## config.mk

```make
export PLATFORM = sky130hd
export DESIGN_NAME = strict_priority_multi_queue
export DESIGN_NICKNAME = d
export VERILOG_FILES = /design/src/rtl/core/spmq_pkg.sv /design/src/rtl/core/spmq_ram.sv /design/src/rtl/core/spmq_front.sv /design/src/rtl/core/spmq_back.sv /design/src/rtl/core/strict_priority_multi_queue.sv
export VERILOG_INCLUDE_DIRS = /design/src /design/src/rtl/core
export SDC_FILE = /design/constraint.sdc
export NUM_CORES = 2
export LEC_CHECK = 0
export ABC_CLOCK_PERIOD_IN_PS = 7150
export BUFFER_PORTS_ARGS = -buffer_cell sky130_fd_sc_hd__buf_2
export CORE_MARGIN = 2
export CORE_UTILIZATION = 55
export DETAILED_ROUTE_END_ITERATION = 8
export HOLD_SLACK_MARGIN = 0.12
export PLACE_DENSITY = 0.71
export SLEW_MARGIN = 25
export SYNTH_ARGS = -nofsm -noshare
export SYNTH_HDL_FRONTEND = slang
export SYNTH_SLANG_ARGS = --single-unit
export TNS_END_PERCENT = 1
```

## constraint.sdc

```tcl
create_clock -name clk -period 7.15 [get_ports clk]
set_clock_uncertainty 0.15 [all_clocks]
set_input_delay 0.3575 -clock clk [delete_from_list [all_inputs] [get_ports clk]]
set_output_delay 0.3575 -clock clk [all_outputs]
set_load 0.02 [all_outputs]
```

## src/rtl/core/strict_priority_multi_queue_assert.svh

```systemverilog
// Assertion helpers for the queue RTL, included by spmq_back.
`ifndef STRICT_PRIORITY_MULTI_QUEUE_ASSERT_SVH
`define STRICT_PRIORITY_MULTI_QUEUE_ASSERT_SVH

// Same-cycle implication, disabled while reset is asserted.
`define SPMQ_ASSERT_IMPL(lbl, clk, rst_n, ante, cons, msg) \
	lbl: assert property (@(posedge clk) disable iff (!rst_n) (ante) |-> (cons)) \
		else $error(msg);

// Next-cycle implication, disabled while reset is asserted.
`define SPMQ_ASSERT_NEXT(lbl, clk, rst_n, ante, cons, msg) \
	lbl: assert property (@(posedge clk) disable iff (!rst_n) (ante) |=> (cons)) \
		else $error(msg);

`endif

```

## src/rtl/core/spmq_pkg.sv

```systemverilog
`timescale 1ns / 1ps
`default_nettype none
package spmq_pkg;

	localparam int LEVELS      = 8;
	localparam int LEVEL_DEPTH = 16;
	localparam int ID_BITS     = 16;

	localparam int LVL_W       = (LEVELS > 1) ? $clog2(LEVELS) : 1;
	localparam int POS_W       = (LEVEL_DEPTH > 1) ? $clog2(LEVEL_DEPTH) : 1;
	localparam int CNT_W       = $clog2(LEVEL_DEPTH + 1);
	localparam int TOTAL_SLOTS = LEVELS * LEVEL_DEPTH;
	localparam int ADDR_W      = $clog2(TOTAL_SLOTS);
	localparam int TOT_W       = $clog2(TOTAL_SLOTS + 1);

	localparam int QDEPTH      = 2;
	localparam int QPTR_W      = (QDEPTH > 1) ? $clog2(QDEPTH) : 1;
	localparam int QFILL_W     = $clog2(QDEPTH + 1);

	localparam logic [2:0] ACT_ENQ    = 3'd0;
	localparam logic [2:0] ACT_DEQ    = 3'd1;
	localparam logic [2:0] ACT_REMOVE = 3'd2;
	localparam logic [2:0] ACT_FIND   = 3'd3;
	localparam logic [2:0] ACT_CLEAR  = 3'd4;

	localparam logic [1:0] ST_OK    = 2'd0;
	localparam logic [1:0] ST_NONE  = 2'd1;
	localparam logic [1:0] ST_FULL  = 2'd2;
	localparam logic [1:0] ST_RANGE = 2'd3;

	typedef enum logic [2:0] {
		OP_ENQ,
		OP_DEQ,
		OP_REMOVE,
		OP_FIND,
		OP_CLEAR,
		OP_BADPRI,
		OP_NOP
	} cmd_op_t;

	typedef struct packed {
		cmd_op_t            op;
		logic [ID_BITS-1:0] id;
		logic [LVL_W-1:0]   lvl;
	} cmd_t;

	function automatic logic [ADDR_W-1:0] slot_addr(logic [LVL_W-1:0] l, logic [CNT_W-1:0] p);
		return ADDR_W'(l) * ADDR_W'(LEVEL_DEPTH) + ADDR_W'(p[POS_W-1:0]);
	endfunction

	function automatic logic [15:0] id_to_port(logic [ID_BITS-1:0] v);
		logic [31:0] t;
		t = 32'(v);
		return t[15:0];
	endfunction

	function automatic logic [2:0] lvl_to_port(logic [LVL_W-1:0] v);
		logic [31:0] t;
		t = 32'(v);
		return t[2:0];
	endfunction

endpackage
`default_nettype wire

```

## src/rtl/core/spmq_ram.sv

```systemverilog
`timescale 1ns / 1ps
`default_nettype none
module spmq_ram #(
	parameter int WIDTH = 16,
	parameter int DEPTH = 128
) (
	input  wire logic                     clk,
	input  wire logic                     wr_en,
	input  wire logic [$clog2(DEPTH)-1:0] wr_addr,
	input  wire logic [WIDTH-1:0]         wr_data,
	input  wire logic                     rd_en,
	input  wire logic [$clog2(DEPTH)-1:0] rd_addr,
	output logic      [WIDTH-1:0]         rd_data
);

	logic [WIDTH-1:0] mem_q [DEPTH];

	always_ff @(posedge clk) begin
		if (wr_en) begin
			mem_q[wr_addr] <= wr_data;
		end
		if (rd_en) begin
			rd_data <= mem_q[rd_addr];
		end
	end

endmodule
`default_nettype wire

```

## src/rtl/core/spmq_front.sv

```systemverilog
`timescale 1ns / 1ps
`default_nettype none
module spmq_front (
	input  wire logic        clk,
	input  wire logic        arst_n,
	input  wire logic        in_valid,
	output logic             in_stall,
	input  wire logic [2:0]  action,
	input  wire logic [15:0] item_id,
	input  wire logic [3:0]  priority_req,
	output spmq_pkg::cmd_t   cmd,
	output logic             cmd_valid,
	input  wire logic        cmd_take
);

	spmq_pkg::cmd_t                       slot_q [spmq_pkg::QDEPTH];
	logic [spmq_pkg::QPTR_W-1:0]          wp_q;
	logic [spmq_pkg::QPTR_W-1:0]          rp_q;
	logic [spmq_pkg::QFILL_W-1:0]         fill_q;
	spmq_pkg::cmd_t                       in_cmd;
	logic                                 push;
	logic                                 pop;

	// Classify the request before it is queued.
	always_comb begin
		in_cmd.id  = spmq_pkg::ID_BITS'(item_id);
		in_cmd.lvl = spmq_pkg::LVL_W'(priority_req);
		unique case (action)
			spmq_pkg::ACT_ENQ: begin
				in_cmd.op = (32'(priority_req) >= spmq_pkg::LEVELS)
					? spmq_pkg::OP_BADPRI : spmq_pkg::OP_ENQ;
			end
			spmq_pkg::ACT_DEQ:    in_cmd.op = spmq_pkg::OP_DEQ;
			spmq_pkg::ACT_REMOVE: in_cmd.op = spmq_pkg::OP_REMOVE;
			spmq_pkg::ACT_FIND:   in_cmd.op = spmq_pkg::OP_FIND;
			spmq_pkg::ACT_CLEAR:  in_cmd.op = spmq_pkg::OP_CLEAR;
			default:              in_cmd.op = spmq_pkg::OP_NOP;
		endcase
	end

	assign in_stall  = (fill_q == spmq_pkg::QFILL_W'(spmq_pkg::QDEPTH));
	assign cmd_valid = (fill_q != '0);
	assign cmd       = slot_q[rp_q];
	assign push      = in_valid && !in_stall;
	assign pop       = cmd_take && cmd_valid;

	always_ff @(posedge clk) begin
		if (push) begin
			slot_q[wp_q] <= in_cmd;
		end
	end

	always_ff @(posedge clk or negedge arst_n) begin
		if (!arst_n) begin
			wp_q   <= '0;
			rp_q   <= '0;
			fill_q <= '0;
		end else begin
			if (push) begin
				wp_q <= (wp_q == spmq_pkg::QPTR_W'(spmq_pkg::QDEPTH - 1))
					? '0 : wp_q + spmq_pkg::QPTR_W'(1);
			end
			if (pop) begin
				rp_q <= (rp_q == spmq_pkg::QPTR_W'(spmq_pkg::QDEPTH - 1))
					? '0 : rp_q + spmq_pkg::QPTR_W'(1);
			end
			if (push && !pop) begin
				fill_q <= fill_q + spmq_pkg::QFILL_W'(1);
			end else if (pop && !push) begin
				fill_q <= fill_q - spmq_pkg::QFILL_W'(1);
			end
		end
	end

endmodule
`default_nettype wire

```

## src/rtl/core/spmq_back.sv

```systemverilog
`timescale 1ns / 1ps
`default_nettype none
`include "strict_priority_multi_queue_assert.svh"
module spmq_back (
	input  wire logic            clk,
	input  wire logic            arst_n,
	input  wire spmq_pkg::cmd_t  cmd,
	input  wire logic            cmd_valid,
	output logic                 cmd_take,
	output logic                 out_valid,
	input  wire logic            out_stall,
	output logic [1:0]           status,
	output logic [15:0]          out_id,
	output logic [2:0]           out_level,
	output logic [7:0]           total_count,
	output logic                 all_empty
);

	typedef enum logic [1:0] {
		S_IDLE,
		S_SCAN,
		S_SHIFT
	} state_t;

	localparam int LVL_W = spmq_pkg::LVL_W;
	localparam int CNT_W = spmq_pkg::CNT_W;
	localparam int TOT_W = spmq_pkg::TOT_W;

	state_t                          state_q;
	spmq_pkg::cmd_t                  cur_q;
	logic [CNT_W-1:0]                cnt_q [spmq_pkg::LEVELS];
	logic [TOT_W-1:0]                total_q;
	logic [LVL_W-1:0]                sc_lvl_q;
	logic [CNT_W-1:0]                sc_pos_q;
	logic                            sc_end_q;
	logic                            rd_vld_s1;
	logic [LVL_W-1:0]                rd_lvl_s1;
	logic [CNT_W-1:0]                rd_pos_s1;
	logic [LVL_W-1:0]                sh_lvl_q;
	logic [CNT_W-1:0]                sh_src_q;
	logic                            sh_pend_s1;
	logic [CNT_W-1:0]                sh_src_s1;
	logic                            out_valid_q;
	logic [1:0]                      status_q;
	logic [15:0]                     out_id_q;
	logic [2:0]                      out_lvl_q;

	logic                            out_free;
	logic                            match;
	logic                            scan_issue;
	logic                            shift_issue;
	logic                            rd_en;
	logic [spmq_pkg::ADDR_W-1:0]     rd_addr;
	logic [spmq_pkg::ID_BITS-1:0]    rd_data;
	logic                            wr_en;
	logic [spmq_pkg::ADDR_W-1:0]     wr_addr;
	logic [spmq_pkg::ID_BITS-1:0]    wr_data;
	logic                            enq_room;

	assign out_free    = !out_valid_q || !out_stall;
	assign cmd_take    = (state_q == S_IDLE) && cmd_valid && out_free;
	assign enq_room    = cnt_q[cmd.lvl] < CNT_W'(spmq_pkg::LEVEL_DEPTH);
	// Dequeue matches whatever the first non-empty level holds at its head.
	assign match       = (state_q == S_SCAN) && rd_vld_s1
		&& (cur_q.op == spmq_pkg::OP_DEQ || rd_data == cur_q.id);
	assign scan_issue  = (state_q == S_SCAN) && !sc_end_q && !match
		&& (sc_pos_q < cnt_q[sc_lvl_q]);
	assign shift_issue = (state_q == S_SHIFT) && (sh_src_q < cnt_q[sh_lvl_q]);

	always_comb begin
		rd_en   = scan_issue || shift_issue;
		rd_addr = scan_issue ? spmq_pkg::slot_addr(sc_lvl_q, sc_pos_q)
			: spmq_pkg::slot_addr(sh_lvl_q, sh_src_q);
		if (state_q == S_SHIFT) begin
			wr_en   = sh_pend_s1;
			wr_addr = spmq_pkg::slot_addr(sh_lvl_q, sh_src_s1 - CNT_W'(1));
			wr_data = rd_data;
		end else begin
			wr_en   = cmd_take && (cmd.op == spmq_pkg::OP_ENQ) && enq_room;
			wr_addr = spmq_pkg::slot_addr(cmd.lvl, cnt_q[cmd.lvl]);
			wr_data = cmd.id;
		end
	end

	spmq_ram #(
		.WIDTH (spmq_pkg::ID_BITS),
		.DEPTH (spmq_pkg::TOTAL_SLOTS)
	) u_ram (
		.clk     (clk),
		.wr_en   (wr_en),
		.wr_addr (wr_addr),
		.wr_data (wr_data),
		.rd_en   (rd_en),
		.rd_addr (rd_addr),
		.rd_data (rd_data)
	);

	always_ff @(posedge clk or negedge arst_n) begin
		if (!arst_n) begin
			state_q     <= S_IDLE;
			cnt_q       <= '{default: '0};
			total_q     <= '0;
			sc_end_q    <= 1'b0;
			rd_vld_s1   <= 1'b0;
			sh_pend_s1  <= 1'b0;
			out_valid_q <= 1'b0;
		end else begin
			unique case (state_q)
				S_IDLE: begin
					if (cmd_take) begin
						cur_q     <= cmd;
						out_id_q  <= '0;
						out_lvl_q <= '0;
						unique case (cmd.op)
							spmq_pkg::OP_ENQ: begin
								out_valid_q <= 1'b1;
								if (enq_room) begin
									cnt_q[cmd.lvl] <= cnt_q[cmd.lvl] + CNT_W'(1);
									total_q        <= total_q + TOT_W'(1);
									status_q       <= spmq_pkg::ST_OK;
								end else begin
									status_q <= spmq_pkg::ST_FULL;
								end
							end
							spmq_pkg::OP_BADPRI: begin
								out_valid_q <= 1'b1;
								status_q    <= spmq_pkg::ST_RANGE;
							end
							spmq_pkg::OP_CLEAR: begin
								out_valid_q <= 1'b1;
								status_q    <= spmq_pkg::ST_OK;
								cnt_q       <= '{default: '0};
								total_q     <= '0;
							end
							spmq_pkg::OP_DEQ, spmq_pkg::OP_REMOVE, spmq_pkg::OP_FIND: begin
								out_valid_q <= 1'b0;
								status_q    <= spmq_pkg::ST_OK;
								sc_lvl_q    <= '0;
								sc_pos_q    <= '0;
								sc_end_q    <= 1'b0;
								rd_vld_s1   <= 1'b0;
								state_q     <= S_SCAN;
							end
							default: begin
								out_valid_q <= 1'b1;
								status_q    <= spmq_pkg::ST_OK;
							end
						endcase
					end else if (out_valid_q && !out_stall) begin
						out_valid_q <= 1'b0;
					end
				end
				S_SCAN: begin
					rd_vld_s1 <= scan_issue;
					rd_lvl_s1 <= sc_lvl_q;
					rd_pos_s1 <= sc_pos_q;
					if (scan_issue) begin
						sc_pos_q <= sc_pos_q + CNT_W'(1);
					end else if (!sc_end_q) begin
						if (sc_lvl_q == LVL_W'(spmq_pkg::LEVELS - 1)) begin
							sc_end_q <= 1'b1;
						end else begin
							sc_lvl_q <= sc_lvl_q + LVL_W'(1);
							sc_pos_q <= '0;
						end
					end
					if (match) begin
						out_id_q  <= spmq_pkg::id_to_port(rd_data);
						out_lvl_q <= spmq_pkg::lvl_to_port(rd_lvl_s1);
						if (cur_q.op == spmq_pkg::OP_FIND) begin
							out_valid_q <= 1'b1;
							state_q     <= S_IDLE;
						end else begin
							sh_lvl_q   <= rd_lvl_s1;
							sh_src_q   <= rd_pos_s1 + CNT_W'(1);
							sh_pend_s1 <= 1'b0;
							state_q    <= S_SHIFT;
						end
					end else if (!rd_vld_s1 && sc_end_q) begin
						status_q    <= spmq_pkg::ST_NONE;
						out_valid_q <= 1'b1;
						state_q     <= S_IDLE;
					end
				end
				S_SHIFT: begin
					// Move each later entry down one slot to close the gap.
					sh_pend_s1 <= shift_issue;
					sh_src_s1  <= sh_src_q;
					if (shift_issue) begin
						sh_src_q <= sh_src_q + CNT_W'(1);
					end
					if (!sh_pend_s1 && !shift_issue) begin
						cnt_q[sh_lvl_q] <= cnt_q[sh_lvl_q] - CNT_W'(1);
						total_q         <= total_q - TOT_W'(1);
						out_valid_q     <= 1'b1;
						state_q         <= S_IDLE;
					end
				end
				default: begin
					state_q <= S_IDLE;
				end
			endcase
		end
	end

	assign out_valid   = out_valid_q;
	assign status      = status_q;
	assign out_id      = out_id_q;
	assign out_level   = out_lvl_q;
	assign total_count = (total_q > TOT_W'(255)) ? 8'd255 : 8'(total_q);
	assign all_empty   = (total_q == '0);

	`SPMQ_ASSERT_IMPL(a_total_bound, clk, arst_n, 1'b1, total_q <= TOT_W'(spmq_pkg::TOTAL_SLOTS), "total count beyond capacity")
	`SPMQ_ASSERT_IMPL(a_shift_nonempty, clk, arst_n, state_q == S_SHIFT, cnt_q[sh_lvl_q] != '0, "shift on an empty level")
	`SPMQ_ASSERT_IMPL(a_no_write_in_scan, clk, arst_n, state_q == S_SCAN, !wr_en, "store written during a search")
	`SPMQ_ASSERT_IMPL(a_busy_out_free, clk, arst_n, state_q != S_IDLE, !out_valid_q, "result pending while busy")
	`SPMQ_ASSERT_NEXT(a_enq_one_cycle, clk, arst_n, cmd_take && cmd.op == spmq_pkg::OP_ENQ, out_valid_q && state_q == S_IDLE, "enqueue result missing")

endmodule
`default_nettype wire

```

## src/rtl/core/strict_priority_multi_queue.sv

```systemverilog
`timescale 1ns / 1ps
`default_nettype none
// Strict-priority multi-level queue of item identifiers.
// Input channel (in_valid / in_stall) carries action, item_id and priority_req;
// a transfer happens on a clock edge with in_valid high and in_stall low.
// Output channel (out_valid / out_stall) returns one result per request:
// status, out_id, out_level, total_count and all_empty.
// Requests pass a two-entry command queue before the execution engine, so the
// input side keeps taking requests while the engine is busy, until it fills.
// Enqueue, clear, invalid priority and unknown actions complete one per cycle
// while the receiver does not stall. Dequeue, remove and find walk the levels
// through the single read port of the entry store, entry by entry and level by
// level; remove and dequeue then compact the level at one entry a cycle. One
// request is executed at a time.
// While the receiver stalls, the result is held and the engine waits; the
// command queue fills and then raises in_stall.
// Reset empties every level and the command queue; the entry store needs
// no clearing pass.
module strict_priority_multi_queue (
	input  wire logic        clk,
	input  wire logic        arst_n,
	input  wire logic        in_valid,
	output logic             in_stall,
	input  wire logic [2:0]  action,
	input  wire logic [15:0] item_id,
	input  wire logic [3:0]  priority_req,
	output logic             out_valid,
	input  wire logic        out_stall,
	output logic [1:0]       status,
	output logic [15:0]      out_id,
	output logic [2:0]       out_level,
	output logic [7:0]       total_count,
	output logic             all_empty
);

	spmq_pkg::cmd_t cmd;
	logic           cmd_valid;
	logic           cmd_take;

	spmq_front u_front (
		.clk          (clk),
		.arst_n       (arst_n),
		.in_valid     (in_valid),
		.in_stall     (in_stall),
		.action       (action),
		.item_id      (item_id),
		.priority_req (priority_req),
		.cmd          (cmd),
		.cmd_valid    (cmd_valid),
		.cmd_take     (cmd_take)
	);

	spmq_back u_back (
		.clk         (clk),
		.arst_n      (arst_n),
		.cmd         (cmd),
		.cmd_valid   (cmd_valid),
		.cmd_take    (cmd_take),
		.out_valid   (out_valid),
		.out_stall   (out_stall),
		.status      (status),
		.out_id      (out_id),
		.out_level   (out_level),
		.total_count (total_count),
		.all_empty   (all_empty)
	);

endmodule
`default_nettype wire
```

# --- After elaboration in Yosys (flattened, before gate mapping) ---
# Memories as Yosys holds them, arrays and structs flattened. A register that Yosys moved wholly into a read port is not among the register bits.
# Cells that the tools add are included.
word_totals:
  regBits: 126
  ramBits: 2092
  in_bits: 27
  out_inout_bits: 32
  elab_cells: 247
  mem_count: 2
memory_table:
  columns: ["name", "depth", "width", "read_ports", "rd_ports_with_merged_regs", "write_ports", "line_no", "text"]
  rows:
  - ["u_back.u_ram.mem_q", 128, 16, 1, 1, 1, "spmq_ram.sv:16", "logic [WIDTH-1:0] mem_q [DEPTH];"]
  - ["u_front.slot_q", 2, 22, 1, 0, 1, "spmq_front.sv:16", "spmq_pkg::cmd_t slot_q [spmq_pkg::QDEPTH];"]
classes:
  add_sub_neg: 17
  magnitude_cmp: 10
  n_eq_ne: 34
  n_mux: 93
  bitwise_logic: 4
  n_reduce_logical: 58
ops:
  columns: ["op", "n"]
  rows:
  - ["case mux 40 bit (2 select lines)", 2]
  - ["2-to-1 mux 40 bit", 3]
  - ["bitwise mux 40 bit", 2]
  - ["2-to-1 mux 5 bit", 16]
  - ["2-to-1 mux 16 bit", 3]
  - ["binary-select mux 5 bit (select 3 bit)", 3]
  - ["2-to-1 mux 8 bit", 4]
  - ["case mux 16 bit (2 select lines)", 1]
  - ["case mux 8 bit (2 select lines)", 2]
  - ["demux 5 bit (select 3 bit)", 2]
  - ["adder 7 x 4 -> 7 bit", 4]
  - ["2-to-1 mux 2 bit", 12]
  - ["2-to-1 mux 3 bit", 8]
  - ["2-to-1 mux 1 bit", 21]
  - ["adder 5 x 1 -> 5 bit (second input constant)", 4]
  - ["case mux 5 bit (2 select lines)", 2]
  - ["AND reduction 5 bit", 4]
  - ["logical AND 1 bit", 19]
  - ["equality test 16 bit", 1]
  - [">= comparator 4 bit (second input constant)", 4]
  - ["inequality test 2 bit (second input constant)", 8]
  - ["AND reduction 4 bit", 4]
  - ["equality test 3 x 2 -> 1 bit (second input constant)", 5]
  - ["case mux 3 bit (5 select lines)", 1]
  - ["39 further kinds", 81]

# --- Logic depth before layout (Yosys ltp) ---
# An unclocked memory read counts as a cell.
depth:
  depth_word: 11
  mapped_depth: 21
  ltp_nobuf: 14

# --- Modules after synthesis ---
# A second synthesis with hierarchy kept.
unflattened:
  hier_cells: 4005
  area_unflattened_um2: 88939.0
by_module_without_submodules:
  columns: ["module", "n_inst", "cells_per_inst", "area_per_inst_um2", "seq_area_each_um2"]
  rows:
  - ["spmq_ram", 1, 3086, 78683.0, 61979.4]
  - ["spmq_back", 1, 825, 8431.8, 3393.3]
  - ["spmq_front", 1, 94, 1824.2, 1421.4]

# --- Worst setup path after synthesis ---
# Ideal clock, no wire load.
synth_timing:
  kind: "reg2reg"
  start: "register u_back.sc_lvl_q[0]"
  end: "register u_back.u_ram.rd_data[0], read port of u_back.u_ram.mem_q, data pin"
  setup_ns: 0.268
  arrival_ns: 4.462
  t_required_ns: 6.732
  setup_slack_ns: 2.270
  stages_incl_launch_ff: 21
  n_path_buf: 6
  period_less_slack_ns: 4.880
  cell_sequence: "edfxtp_1 clkbuf_1 buf_1 mux4_2 mux2i_1 ha_1 a211oi_1 o211ai_1 nor2_1 o211ai_4 a21oi_2 buf_6 buf_6 buf_6 buf_2 mux2i_1 o22ai_1 o22ai_1 a21oi_1 nor4_1 o31ai_1"
synth_between:
  elab_chain_cells: 7
  word_cells_on_any_way: 9
  cone_classes: "1 x add/sub; 1 x order compare; 4 x mux; 1 x bitwise; 2 x reduce/logical"
synth_rtl:
  columns: ["item", "line_no", "text"]
  rows:
  - ["start, declared", "spmq_back.sv:33", "logic [LVL_W-1:0] sc_lvl_q;"]
  - ["start signal, assigned", "spmq_back.sv:163", "sc_lvl_q <= sc_lvl_q + LVL_W'(1);"]
  - ["inverter 3 -> 4 bit (not written as such)", "spmq_back.sv:67", "&& (sc_pos_q < cnt_q[sc_lvl_q]);"]
  - ["binary-select mux 5 bit (select 3 bit)", "spmq_back.sv:67", null]
  - ["2-to-1 mux 5 bit (not written as such) (2 in series)", "spmq_back.sv:67", null]
  - ["< comparator 5 bit", "spmq_back.sv:67", null]
  - ["logical AND 1 bit", "spmq_back.sv:67", null]
  - ["2-to-1 mux 7 bit / logical OR 1 bit (equally long branches)", "spmq_back.sv:72, spmq_back.sv:71", null]
  - ["end, declared", "spmq_ram.sv:13", "output logic [WIDTH-1:0] rd_data"]
# Parallel ways exist; a longest one is shown, timed or not. The select of a mux whose other input is x is not followed.
# A chain may end at the register's enable or synchronous reset.

# --- Worst setup path after layout ---
layout_timing:
  start: "register u_back.sc_lvl_q[0]"
  end: "register u_back.u_ram.rd_data[12], read port of u_back.u_ram.mem_q, data pin"
# Same word-level chain as after synthesis.

==> results by group <==
Status
  – Run status: complete, no violations

Yosys
  – Yosys top cell area share: 71.5%
  – Main combinational cell family by area after synthesis: simple AND/OR/NAND/NOR gates
  – Mux cell area share after synthesis: 6.32%
  – Cells after Synth: 6498
  – Post-synth EDFFs: 2176
  – Compound-gate portion of the synthesized area: 6.80%
  – Syn_nets: 6548
  – Post-synth design cell area: 0.0914 mm2
  – Synth Area in XOR/XNOR: 0.345%
  – Synth unique cells: 87
  – Top FF cell, synth: edfxtp_1
  – Syn avg cell area: 14.1 um2
  – Synth warn: 0
  – Async S/R FF share, synth: 2.60%
  – Area contributors post-synth: edfxtp_1 (71%), nand2_1 (5.4%), mux2i_1 (4.4%)
  – Seq/Total Area, Yosys: 73.1%
  – Synth Register Bits: 2234
  – Simple-gate share of the synthesized area: 10.8%
  – Post-synthesis adder-cell area fraction: 0.315%
  – Cell taking the most area after synthesis: edfxtp_1

Clock network
  – CTS tree: done
  – Post-CTS Setup Inserts: 0
  – CTS root buf: clkbuf_16
  – Hold_buf cts: 50
  – Cts bufs inserted: 213
  – Clock slew at reported path FFs: 0.06 ns
  – H-tree depth: 4
  – Clk buf depth: 3
  – Clock Latency Late Sink: 0.91 ns
  – CTS sink count: 2234
  – Post-CTS sizing: 0

Worst setup path
  – Crit Path Class: register to register
  – Max FO, Critical Path: 59
  – Crit. Startpoint: u_back.sc_lvl_q[0]$_SDFFCE_PN0P_
  – Worst r2r path cells: 16
  – CP arrival: 7.12 ns
  – Crit path to: u_back.u_ram.rd_data[12]$_DFFE_PP_
  – Crit path launch type: register
  – CP Data Required Time: 7.58 ns
  – RR Startpoint: u_back.sc_lvl_q[0]$_SDFFCE_PN0P_
  – Reg-to-reg endpoint: u_back.u_ram.rd_data[12]$_DFFE_PP_
  – Reg2Reg Setup Slack: 0.46 ns
  – Critical Path Sink Type: register

Route
  – Drt initial violations: 9314
  – DR pass1 iterations: 7
  – M1 WL: 99.8 mm
  – DR WL met2: 121 mm
  – Wire length per cell: 29.5 um
  – DR WL met3: 33.2 mm
  – Post-route ant nets: 0
  – DRC: 0
  – WL final: 268 mm
  – Top routing layer used: met5
  – Via/cell ratio: 6.55
  – Via count: 59549

Final layout
  – Number of fill cells: 11828
  – Seq. cell area: 0.0668 mm2
  – Area grow syn2layout: 12.5%
  – Core Util, Final: 62.3%
  – Share of cells above drive strength 1: 12.0%
  – Layout Nets: 6767
  – Multi-input logic area: 0.0227 mm2

Place
  – Dpl hpwl: 158 mm
  – IO Port Bufs: 58
  – GP Congestion: 0.928

Min path
  – Min-delay worst type: input pin to register

Floorplan
  – Initial core utilization: 55.4%
  – Die Span X: 412 um
  – Core Box Area: 0.165 mm2
  – Die Footprint: 0.170 mm2
  – Die height: 412 um
  – FP Rows: 149
  – # IOs: 59

GRT
  – First-pass GRT wire length: 387 mm
  – Initial antenna violation count: 8
  – Pin count of the biggest net entering global routing: 95
  – Grt ovf: 0
  – Vias in the first global route: 56451
  – All-layer global routing usage: 31.3%

Timing
  – Worst Tran Pin Value: 1.11 ns
  – Final Hold Viols: 0
  – Fin crit share: 93.6%
  – Setup violators final: 0
  – Fin Setup TNS: 0 ns
  – Fmax: 149 MHz
  – Slew Viols, Final: 0
  – RSZ-0062 raised after global routing: false
  – Hold Worst Slack: 0.193 ns
  – Crit path time final: 6.69 ns
  – Slew margin rel.: 25.9%

Power and ir drop
  – Worst IR Drop VDD: 0.279 mV
  – P_leak: 35.5 nW
  – Cell area power density: 377 mW/mm2

Flow run
  – MaxCap Viol Count: 0
registers in the layout, indices dropped and copies added, names as in the netlist:
register and count:
u_back.u_ram.mem_q 2048, u_front.slot_q 44, u_back.cnt_q 40, u_back.cur_q 19, u_back.out_id 16, u_back.u_ram.rd_data 16, u_back.total_q 8, u_back.rd_pos_s1 5
u_back.sc_pos_q 5, u_back.sh_src_q 5, u_back.sh_src_s1 4, u_back.out_level 3, u_back.rd_lvl_s1 3, u_back.sc_lvl_q 3, u_back.sh_lvl_q 3, u_back.state_q 2
u_back.status 2, u_front.fill_q 2, u_back.out_valid 1, u_back.rd_vld_s1 1, u_back.sc_end_q 1, u_back.sh_pend_s1 1, u_front.rp_q 1, u_front.wp_q 1
synthesized netlist by cell type (all sizes together) (8+ instances only):
cell and instances:
nor4 46, nand2b 10, a31oi 57, mux2 96, nand3 472, clkbuf 101
a21oi 379, xnor2 10, o22ai 64, and2 34, nor2b 8, and3 21
mux4 30, mux2i 401, dfrtp 58, a22oi 13, nor2 220, o21ai 90
a211oi 28, ha 23, nand4 36, o211a 11, a311oi 13, a41oi 21
o211ai 26, buf 306, nand2 1304, edfxtp 2176, nor3 116, xor2 26
inv 36, o221ai 156, a2111oi 19
worst max-delay path, stage by stage (launching register included):
cell and delay [ns]:
edfxtp_1 0.55, buf_4 0.33, mux4_2 0.56, mux2i_1 0.19, ha_1 0.17, nand2_1 0.05, o211ai_1 0.28, nor2_1 0.17
o211a_2 0.39, buf_4 0.31, o21ai_4 0.54, buf_12 0.36, nand3_1 0.11, a311oi_1 0.86, nor3_1 0.33, o311ai_1 0.83
nand3_1 0.14
per-stage QoR:
| step | std cells | setup slack, ns | area [um2] | total power [mW] |
|---|---|---|---|---|
| CTS | 9087 | 0.649 | 103000 | 38.5 |
| detailed placement | 8638 | 0.694 | 95400 | 27.6 |
| finish | 9093 | 0.457 | 103000 | 38.8 |
| global placement | 8638 | 0.401 | 95300 | 27.4 |
| global route | 9090 | 0.305 | 103000 | 39.9 |
| floorplan | 6498 | 2.27 | 91400 | 23.3 |
worst min path at each step:
stage / cells past startpoint / end / from / slack [ns]
2_1_floorplan: 0 / u_back.cnt_q[0]$_DFFE_PN0P_ / arst_n / -0.09
3_3_place_gp: 0 / u_back.sh_lvl_q[2]$_DFFE_PP_ / u_back.rd_lvl_s1[2]$_DFFE_PP_ / 0.29
3_5_place_dp: 0 / u_back.sh_lvl_q[2]$_DFFE_PP_ / u_back.rd_lvl_s1[2]$_DFFE_PP_ / 0.29
4_1_cts: 3 / u_front.slot_q[0][21]$_DFFE_PP_ / action[2] / 0.14
5_1_grt: 3 / u_front.slot_q[0][21]$_DFFE_PP_ / action[2] / 0.18
6_report: 3 / u_front.slot_q[1][21]$_DFFE_PP_ / action[2] / 0.19
per-layer routing:
| metal | GRT usage, % | up-vias |
|---|---|---|
| met2 | 47.0 | 4158 |
| met4 | 14.9 | 8 |
| met1 | 43.8 | 29614 |
| met5 | 0 | - |
| li1 | - | 25064 |
| met3 | 6.92 | 705 |
power breakdown:
part | internal [mW] | switching, mW
Combinational | 2.96 | 8.19
Clock | 6.07 | 4.98
Sequential | 16.3 | 0.317
Total | 25.3 | 13.5
cells by family (layout without fill, tap and decap cells):
logic type	after synthesis	count (layout)
buffers and inverters	444	847
other	0	3
DFF	2234	2234
AOI/OAI and AO/OA	945	945
and+or+nand+nor	2289	2289
xor gates and xnor gates	36	36
adders and majority gates	23	23
muxes	527	527
cells in the final DEF (no fill, tap or decap), types with 36 or more instances in the layout:
cell,Yosys,routed
clkbuf_1,101,50
o221ai_1,156,156
nand3_1,472,472
a31oi_1,55,55
nand2_1,1304,1303
buf_12,0,39
buf_2,209,58
nor3_1,116,115
dfrtp_1,58,58
nor4_1,42,38
a21oi_1,378,377
mux2_2,93,75
o21ai_0,82,79
nor2_1,220,214
clkinv_1,1,60
mux2i_1,401,394
edfxtp_1,2176,2176
inv_1,36,36
o22ai_1,64,64
clkbuf_16,0,214
dlygate4sd3_1,0,49
buf_4,38,262
layout make-up:
| cell class | instances | share of cell area (%) |
|---|---|---|
| Tap cell | 2189 | 2.66 |
| Multi-Input combinational cell | 3820 | 22.1 |
| Sequential cell | 2234 | 65.0 |
| Clock inverter | 133 | 1.24 |
| Antenna cell | 3 | 0.00730 |
| Timing Repair Buffer | 411 | 3.50 |
| Inverter | 37 | 0.135 |
| Clock buffer | 266 | 5.42 |
No activity file was read; power rests on OpenSTA's default activity.
